[src/twep_pkg.sv]
// Package for the triangle weakest-edge pruner: field widths, codes, payload and control types.
package twep_pkg;

    localparam int MAX_NODES_DEF   = 64;
    localparam int MAX_EDGES_DEF   = 1024;
    localparam int WEIGHT_BITS_DEF = 32;

    localparam int NODE_FIELD_W   = 6;
    localparam int WEIGHT_FIELD_W = 32;
    localparam int EDGE_FIELD_W   = 10;
    localparam int STATUS_W       = 2;
    localparam int GAP_W          = 32;

    localparam logic CMD_ADD  = 1'b0;
    localparam logic CMD_READ = 1'b1;

    localparam logic [STATUS_W-1:0] STATUS_OK      = 2'd0;
    localparam logic [STATUS_W-1:0] STATUS_FULL    = 2'd1;
    localparam logic [STATUS_W-1:0] STATUS_UNADDED = 2'd2;

    localparam logic [GAP_W-1:0] PRUNE_GAP_RESET = 32'd1;

    typedef struct packed {
        logic                      command;
        logic [NODE_FIELD_W-1:0]   node_a;
        logic [NODE_FIELD_W-1:0]   node_b;
        logic [WEIGHT_FIELD_W-1:0] weight;
        logic [EDGE_FIELD_W-1:0]   query_edge;
    } in_item_t;

    typedef struct packed {
        logic                    kept;
        logic [EDGE_FIELD_W-1:0] assigned_edge;
        logic [STATUS_W-1:0]     status;
    } out_item_t;

    typedef enum logic [3:0] {
        ST_CLEAR,
        ST_IDLE,
        ST_DECODE,
        ST_ADJ_BA,
        ST_SCAN_RD,
        ST_SCAN_CHK,
        ST_SCAN_CMP,
        ST_SCAN_MARK,
        ST_DONE
    } state_t;

    typedef struct packed {
        logic clear_wr;
        logic load;
        logic commit;
        logic adj_wr_ab;
        logic adj_wr_ba;
        logic rd_removed;
        logic c_clear;
        logic c_inc;
        logic adj_rd;
        logic wt_rd;
        logic cmp_latch;
        logic mark;
        logic load_result;
    } ctrl_cmd_t;

    typedef struct packed {
        logic clear_last;
        logic is_read;
        logic full;
        logic self_loop;
        logic skip_c;
        logic last_c;
        logic triangle;
    } dp_status_t;

endpackage

[src/twep_ctrl.sv]
// Controller state machine: sequences the clear pass, decode, adjacency update and triangle scan.
module twep_ctrl (
    input  logic                  aclk,
    input  logic                  aresetn,
    input  logic                  s_valid,
    output logic                  s_ready,
    output logic                  m_valid,
    input  logic                  m_ready,
    input  twep_pkg::dp_status_t  status,
    output twep_pkg::ctrl_cmd_t   cmd
);

    twep_pkg::state_t state_reg, state_next;
    logic             m_valid_reg, m_valid_next;
    logic             out_free;

    assign out_free = !m_valid_reg || m_ready;
    assign m_valid  = m_valid_reg;

    always_ff @(posedge aclk) begin
        if (!aresetn) begin
            state_reg   <= twep_pkg::ST_CLEAR;
            m_valid_reg <= 1'b0;
        end else begin
            state_reg   <= state_next;
            m_valid_reg <= m_valid_next;
        end
    end

    // next state
    always_comb begin
        state_next = state_reg;
        case (state_reg)
            twep_pkg::ST_CLEAR: begin
                if (status.clear_last) state_next = twep_pkg::ST_IDLE;
            end
            twep_pkg::ST_IDLE: begin
                if (s_valid) state_next = twep_pkg::ST_DECODE;
            end
            twep_pkg::ST_DECODE: begin
                if (status.is_read || status.full || status.self_loop) begin
                    state_next = twep_pkg::ST_DONE;
                end else begin
                    state_next = twep_pkg::ST_ADJ_BA;
                end
            end
            twep_pkg::ST_ADJ_BA: begin
                state_next = twep_pkg::ST_SCAN_RD;
            end
            twep_pkg::ST_SCAN_RD: begin
                if (!status.skip_c) begin
                    state_next = twep_pkg::ST_SCAN_CHK;
                end else if (status.last_c) begin
                    state_next = twep_pkg::ST_DONE;
                end
            end
            twep_pkg::ST_SCAN_CHK: begin
                if (status.triangle) begin
                    state_next = twep_pkg::ST_SCAN_CMP;
                end else if (status.last_c) begin
                    state_next = twep_pkg::ST_DONE;
                end else begin
                    state_next = twep_pkg::ST_SCAN_RD;
                end
            end
            twep_pkg::ST_SCAN_CMP: begin
                state_next = twep_pkg::ST_SCAN_MARK;
            end
            twep_pkg::ST_SCAN_MARK: begin
                state_next = status.last_c ? twep_pkg::ST_DONE : twep_pkg::ST_SCAN_RD;
            end
            twep_pkg::ST_DONE: begin
                if (out_free) state_next = twep_pkg::ST_IDLE;
            end
            default: begin
                state_next = twep_pkg::ST_CLEAR;
            end
        endcase
    end

    // outputs
    always_comb begin
        cmd     = '0;
        s_ready = 1'b0;
        case (state_reg)
            twep_pkg::ST_CLEAR: begin
                cmd.clear_wr = 1'b1;
            end
            twep_pkg::ST_IDLE: begin
                s_ready  = 1'b1;
                cmd.load = s_valid;
            end
            twep_pkg::ST_DECODE: begin
                if (status.is_read) begin
                    cmd.rd_removed = 1'b1;
                end else if (!status.full) begin
                    cmd.commit = 1'b1;
                    if (!status.self_loop) begin
                        cmd.adj_wr_ab = 1'b1;
                        cmd.c_clear   = 1'b1;
                    end
                end
            end
            twep_pkg::ST_ADJ_BA: begin
                cmd.adj_wr_ba = 1'b1;
            end
            twep_pkg::ST_SCAN_RD: begin
                if (!status.skip_c) begin
                    cmd.adj_rd = 1'b1;
                end else if (!status.last_c) begin
                    cmd.c_inc = 1'b1;
                end
            end
            twep_pkg::ST_SCAN_CHK: begin
                if (status.triangle) begin
                    cmd.wt_rd = 1'b1;
                end else if (!status.last_c) begin
                    cmd.c_inc = 1'b1;
                end
            end
            twep_pkg::ST_SCAN_CMP: begin
                cmd.cmp_latch = 1'b1;
            end
            twep_pkg::ST_SCAN_MARK: begin
                cmd.mark  = 1'b1;
                cmd.c_inc = !status.last_c;
            end
            twep_pkg::ST_DONE: begin
                cmd.load_result = out_free;
            end
            default: begin
                cmd = '0;
            end
        endcase
    end

    // hold the result until the transaction completes
    always_comb begin
        if (cmd.load_result) begin
            m_valid_next = 1'b1;
        end else if (m_ready) begin
            m_valid_next = 1'b0;
        end else begin
            m_valid_next = m_valid_reg;
        end
    end

endmodule

[config.mk]
export PLATFORM = sky130hd
export DESIGN_NAME = twep_ctrl
export DESIGN_NICKNAME = d
export VERILOG_FILES = /design/src/twep_pkg.sv /design/src/twep_ctrl.sv
export SDC_FILE = /design/constraint.sdc
export NUM_CORES = 1
export LEC_CHECK = 0
export ABC_AREA = 1
export BUFFER_PORTS_ARGS = -buffer_cell sky130_fd_sc_hd__buf_2
export CAP_MARGIN = 20
export CORE_AREA = 2 2 39 41
export CTS_CLUSTER_DIAMETER = 50
export DETAILED_ROUTE_END_ITERATION = 10
export DIE_AREA = 0 0 41 43
export PLACE_DENSITY_LB_ADDON = 0.25
export RECOVER_POWER = 25
export SYNTH_ARGS = -nofsm -noshare
export SYNTH_HDL_FRONTEND = slang
export SYNTH_SLANG_ARGS = --single-unit
[constraint.sdc]
create_clock -name aclk -period 2.4 [get_ports aclk]
set_input_delay 0.24 -clock aclk [delete_from_list [all_inputs] [get_ports aclk]]
set_output_delay 0.24 -clock aclk [all_outputs]
set_load 0.03 [all_outputs]
==> impl_metrics.yaml, run 1 <==
run_status:
  status: "complete, no violations"
final_layout:
  antennaDiodeCount: 0
  multiInputGateArea_sq_um: 341.6
  fillers: 157
  finish.utilization_pct: 49.91
  finalNetCount: 139
  syn2layout_area_growth_pct: 26.90
  largest_reg_flops: 4
  final_common_cell: "buf_2"
  seq_area_sq_um: 100.1
  final_cell_mix: "24 x buf_2, 23 x nor2_1, 21 x nand2_1, 20 x inv_1, 10 x nand3_1"
  layout-drive-gt1-share_pct: 31.50
place:
  gp_congestion: 0.8389
  portBuffers: 25
  hpwl_um: 1099
  dp_slack_ns: 1.008
sta:
  finalCriticalPeriod_ns: 1.686
  setup-violations-final: 0
  rsz0062_at_grt: "false"
  maxSlewViolCount: 0
  period_share_pct: 70.27
  worst_slack_ns: 0.7136
  tightest_slew_ns: 0.3588
  clock.fmax_ghz: 0.5930
  finalSetupTns_ns: 0
  hold_viol: 0
  slew_headroom_pct: 76.18
  fin_skew_ns: 0.001994
yosys:
  synthesis.nets: 111
  syn_area_per_cell_sq_um: 5.443
  synth_top_family_by_area: "simple AND/OR/NAND/NOR gates"
  synth-simple-area-share_pct: 61.61
  syn_area_sq_um: 544.3
  synth_compound_area_share_pct: 2.759
  muxShareOfSynthArea_pct: 0
  synth-seq-cells: 5
  post_synth_fa_ha_maj_area_fraction_pct: 0
  yosysWarnings: 0
  yosysUniqueCellTypes: 17
  synth-seq-area-share_pct: 18.39
  synth_xor_area_share_pct: 0
  synth_cells: 100
job:
  cap_violations: 0
floorplan:
  pin_count: 26
  dieArea_sq_um: 1763
  start_util_pct: 39.33
  die_h_um: 43
  row_count: 14
  coreArea_sq_um: 1384
  die_x_um: 41
setup_path:
  timing.rr.start: "state_reg[0]"
  slowest_delay_ns: 0.33
  cp.required_ns: 2.16
  critical_path.cell_chain: "inv_1 -> nand2_2 -> nor4_1 -> buf_2"
  rrSetupSlack_ns: 1.14
  critPathArrivalTime_ns: 1.45
  startpoint_type: "flop"
  worst-r2r-cell-count: 8
  worstSetupStartpoint: "state_reg[0]"
  setup.worst_path.end: "cmd[0]"
  crit_fanout: 5
  crit_type: "reg2out"
  cp_slowest_cell: "dfxtp_1"
  r2r-end: "state_reg[1]"
  endpoint_kind: "primary output"
grt:
  grt_usage_pct: 17.67
  grt_max_degree: 8
  grt_pass1_vias: 601
  grt_remaining_overflow: 0
  antenna_found_initial: 0
  grt_pass1_wl_um: 2180
clock_network:
  hold_buffers: 0
  cts-resized-gates: 0
  h-tree-depth: 1
  clkTransAtPathRegs_ns: 0.04
  clk_latency_ns: 0.24
  cts-root-buf: "clkbuf_4"
  cts_tree: "yes"
  cts_buffers: 3
  clock_path_buffers: 2
  cts_sinks: 5
  cts_setup_buffers: 0
drt:
  drt_iter0_markers: 14
  num_vias: 659
  drt-pass1-iter-count: 4
  via_per_inst: 4.608
  detail-route-antenna-nets: 0
  wl_per_cell_um: 8.720
  routed_wl_um: 1247
  drc: 0
power:
  p_leak_nw: 0.4577
  vdd_drop_max_uv: 522.3
  powerDensity_nw_per_um2: 977.5
worst_hold_path:
  hold_path_class: "in2reg"
-- power breakdown --
group | total (mW) | internal (mW) | switching (mW)
combinational | 0.436 | 0.137 | 0.300
sequential | 0.145 | 0.110 | 0.0350
clock | 0.0937 | 0.0626 | 0.0311
total | 0.675 | 0.309 | 0.366
-- cells by family after synthesis --
group                  Yosys count
AND/OR/NAND/NOR                 70
AO/OA/AOI/OAI                    2
flip-flops                       5
buffers and inverters           23
-- worst max-delay path: cells and delay by family (launching register included) --
family                 cells  cell delay [ns]
and+or+nand+nor            2             0.44
DFF                        1             0.33
buffers and inverters      2             0.44
-- cell usage after synthesis --
master	instances	area [sq um]
nor3_1	1	5.000
nand2_2	3	18.77
nand4_1	1	6.260
nor2_1	22	82.58
inv_1	20	75.07
nand3_1	10	50.05
nor3_2	1	10.01
dfxtp_1	5	100.1
nor4_1	1	6.260
o21bai_1	2	15.01
buf_4	2	15.01
nand3_2	1	10.01
inv_2	1	3.750
nor4_2	1	12.51
nand2_1	21	78.83
nor2_4	1	11.26
nor2_2	7	43.79
-- final cells by class --
cell class / count / share of cell area, %
Timing Repair Buffer: 25 / 17.93
Tap cell: 16 / 2.899
Multi-Input combinational cell: 72 / 49.46
Inverter: 21 / 11.41
Sequential cell: 5 / 14.49
Clock buffer: 4 / 3.804
-- per-stage QoR --
step                hold WS (ns)  std cells  instance area, sq um  total power, mW
finish                    0.2500        143                 690.7           0.6751
global route              0.2820        143                 690.7           0.7499
CTS                       0.2408        143                 700.7           0.6944
detailed placement        0.4919        139                 674.4           0.5951
global placement          0.4759        139                 674.4           0.5919
floorplan                 0.3376        100                 544.3           0.4996
-- how the worst min path moves through the flow --
stage | end | depth (start not counted) | start
after CTS | state_reg[2] | 3 | aresetn
after global routing | state_reg[1] | 3 | aresetn
after floorplan | state_reg[2] | 2 | aresetn
final | state_reg[2] | 3 | aresetn
after global placement | state_reg[2] | 3 | aresetn
after detailed placement | state_reg[2] | 3 | aresetn
-- routing by layer --
metal | part of all wire [%] | vias up | track usage, %
met5 | 0 | - | 0
met4 | 0 | 0 | 10.67
met3 | 5.4 | 0 | 1.571
met2 | 52 | 20 | 28.75
met1 | 43 | 288 | 20.90
li1 | - | 351 | -
Note: power is estimated with default switching activity, not from simulation.
==> inputs of run 2 (changes only) <==
--- a/config.mk
+++ b/config.mk
@@ -5,7 +5,7 @@
 export SDC_FILE = /design/constraint.sdc
 export NUM_CORES = 1
 export LEC_CHECK = 0
-export ABC_AREA = 1
+export ABC_AREA = 0
 export BUFFER_PORTS_ARGS = -buffer_cell sky130_fd_sc_hd__buf_2
 export CAP_MARGIN = 20
 export CORE_AREA = 2 2 39 41
==> constraint.sdc (replaced) <==
create_clock -name aclk -period 1.63 [get_ports aclk]
set_input_delay 0.163 -clock aclk [delete_from_list [all_inputs] [get_ports aclk]]
set_output_delay 0.163 -clock aclk [all_outputs]
set_load 0.03 [all_outputs]
==> run 2 against run 1 <==
Compared with the run above: the run now ends with setup timing left; power is 15% lower; global-route usage is 0.11 points lower; cell count is 19% lower; worst hold slack worse by 0.063 ns; sequential cell count stayed put.
==> impl_metrics.yaml, run 2 <==
yosys:
  yosysWarnings: 0
  synth_top_area_share_pct: 19.95
  async_flop_share_pct: 0
  synthFlopType: "dfxtp_1"
  syn_area_per_cell_sq_um: 7.602
  synth_edf_count: 0
  synth.most_common_cell: "nor2_1"
  synth.area.top_cells: "dfxtp_1 20%, nor2_1 6.7%, nand2b_1 6.2%, a2111oi_4 5.5%, a21oi_1 5.0%"
  syn_area_sq_um: 501.7
  synth_cells: 66
  synthesis.nets: 77
  synth_commonest_cells: "9 x nor2_1, 5 x a21oi_1, 5 x dfxtp_1, 5 x inv_1, 5 x nand2b_1"
  yosysUniqueCellTypes: 31
  synth_largest_area_cell: "dfxtp_1"
  synth-seq-area-share_pct: 19.95
  synth-seq-cells: 5
worst_hold_path:
  holdPathEnd: "state_reg[3]"
  hold_path_class: "in2reg"
  holdPathStages: 2
  min-delay-start: "aresetn"
place:
  portBuffers: 25
  hpwl_um: 969.9
  dp_slack_ns: -0.08672
  gp_congestion: 0.7798
drt:
  drc: 0
  drt_iter0_markers: 1
  via_per_inst: 5.138
  routed_wl_um: 1442
  detail-route-antenna-nets: 0
  wl_per_cell_um: 12.43
  num_vias: 596
  drt-pass1-iter-count: 3
setup_path:
  crit_family: "simple AND/OR/NAND/NOR gates"
  endpoint_kind: "primary output"
  worst-r2r-cell-count: 6
  cp_num_buf_inv: 1
  crit_type: "reg2out"
  rrSetupSlack_ns: -0.01
  critical_path.cell_chain: "or4b_4 -> or2_4 -> a211oi_4 -> buf_6"
  cp.required_ns: 1.47
  slowest_delay_ns: 0.53
  r2r-end: "state_reg[0]"
  timing.rr.start: "state_reg[3]"
  critPathArrivalTime_ns: 1.71
  startpoint_type: "flop"
  crit_fanout: 2
  cp_slowest_cell: "or4b_4"
grt:
  top_usage_layer: "met2"
  grt_remaining_overflow: 0
  grt_pass1_vias: 515
  use_met2_pct: 27.19
  grt_pass1_wl_um: 2076
  antenna_found_initial: 0
  grt_max_degree: 15
  use_met3_pct: 3.141
  grt_util_met1_pct: 21.90
  grt_usage_pct: 17.56
final_layout:
  final_cell_mix: "15 x buf_2, 10 x buf_4, 10 x buf_6, 7 x nor2_1"
  syn2layout_area_growth_pct: 71.07
  antennaDiodeCount: 0
  layout-drive-gt1-share_pct: 59.00
  largest_reg_flops: 4
  finalNetCount: 112
  final_common_cell: "buf_2"
sta:
  clock.fmax_ghz: 0.5326
  slew_headroom_pct: 76.19
  tightest_slew_ns: 0.3587
  finalSetupTns_ns: -0.8002
  finalCriticalPeriod_ns: 1.877
  maxSlewViolCount: 0
  setup-violations-final: 8
  hold_viol: 0
  period_share_pct: 115.2
  worst_slack_ns: -0.2475
  rsz0062_at_grt: "true"
  fin_skew_ns: 0.002954
run_status:
  status: "finished with violations"
  failed_checks: "setup timing"
floorplan:
  start_util_pct: 36.26
  row_count: 14
  die_x_um: 41
  die_h_um: 43
  coreArea_sq_um: 1384
  pin_count: 26
  dieArea_sq_um: 1763
clock_network:
  h-tree-depth: 1
  clock_path_buffers: 2
  hold_buffers: 0
  cts_sinks: 5
  clkTransAtPathRegs_ns: 0.05
  clk_latency_ns: 0.24
  cts_buffers: 3
  cts-root-buf: "clkbuf_4"
  cts_tree: "yes"
job:
  cap_violations: 0
power:
  powerDensity_nw_per_um2: 668.6
  p_leak_nw: 0.3695
  vdd_drop_max_uv: 422.0
## run 2: metal layers
| metal | routed length, um | part of all wire, % | vias to the layer above |
|---|---|---|---|
| li1 | - | - | 299 |
| met1 | 634 | 44 | 290 |
| met2 | 772 | 54 | 7 |
| met3 | 34 | 2.4 | 0 |
| met4 | 0 | 0 | 0 |
| met5 | 0 | 0 | - |
## run 2: worst max-delay path by stage
stage          cells after the start    startpoint  slack, ns  endpoint
2_1_floorplan                      5  state_reg[3]      -0.07    cmd[9]
3_3_place_gp                       4  state_reg[3]      -0.07    cmd[5]
3_5_place_dp                       4  state_reg[3]      -0.09    cmd[5]
4_1_cts                            4  state_reg[3]      -0.25    cmd[5]
5_1_grt                            4  state_reg[3]      -0.30    cmd[5]
6_report                           4  state_reg[3]      -0.25    cmd[5]
## run 2: where the power goes
group,internal (mW),switching [mW],total (mW)
combinational,0.122,0.173,0.295
sequential,0.135,0.00620,0.141
clock,0.0886,0.0496,0.138
total,0.345,0.229,0.574
## run 2: logic make-up (layout without fill, tap and decap cells)
family	count (synthesis)	in the layout	synth area share, %
AO/OA/AOI/OAI	13	13	24.19
flip-flops	5	5	19.95
multiplexers	1	1	2.244
buffers and inverters	11	45	10.47
AND/OR/NAND/NOR	36	36	43.14
## run 2: area by class of cell
| type | count | area (sq um) |
|---|---|---|
| flip-flops and latches | 5 | 103.9 |
| fillers | 131 | 525.5 |
| clock inverters | 1 | 5.005 |
| clock buffers | 3 | 22.52 |
| multi-input cells | 50 | 421.7 |
| inverters | 5 | 18.77 |
| repair buffers | 36 | 266.5 |
| well taps | 16 | 20.02 |
## run 2: per-stage QoR
stage | utilization (%) | cell area, sq um | hold slack (ns) | power (mW) | instances
2_1_floorplan | - | 541.8 | 0.2942 | 0.3245 | 66
3_3_place_gp | 50.99 | 705.7 | 0.4420 | 0.3946 | 108
4_1_cts | 58.32 | 807.0 | 0.1860 | 0.5539 | 115
3_5_place_dp | 50.99 | 705.7 | 0.4458 | 0.3964 | 108
5_1_grt | 62.03 | 858.3 | 0.1743 | 0.6142 | 116
6_report | 62.03 | 858.3 | 0.1872 | 0.5739 | 116
## run 2: timing repair
| action | CTS | global route |
|---|---|---|
| endpoints found under the setup margin | 7 | 12 |
| buffers inserted | 3 | 1 |
| cloned | 0 | 0 |
| gates resized for setup | 15 | 14 |
| pin swaps | 2 | 4 |
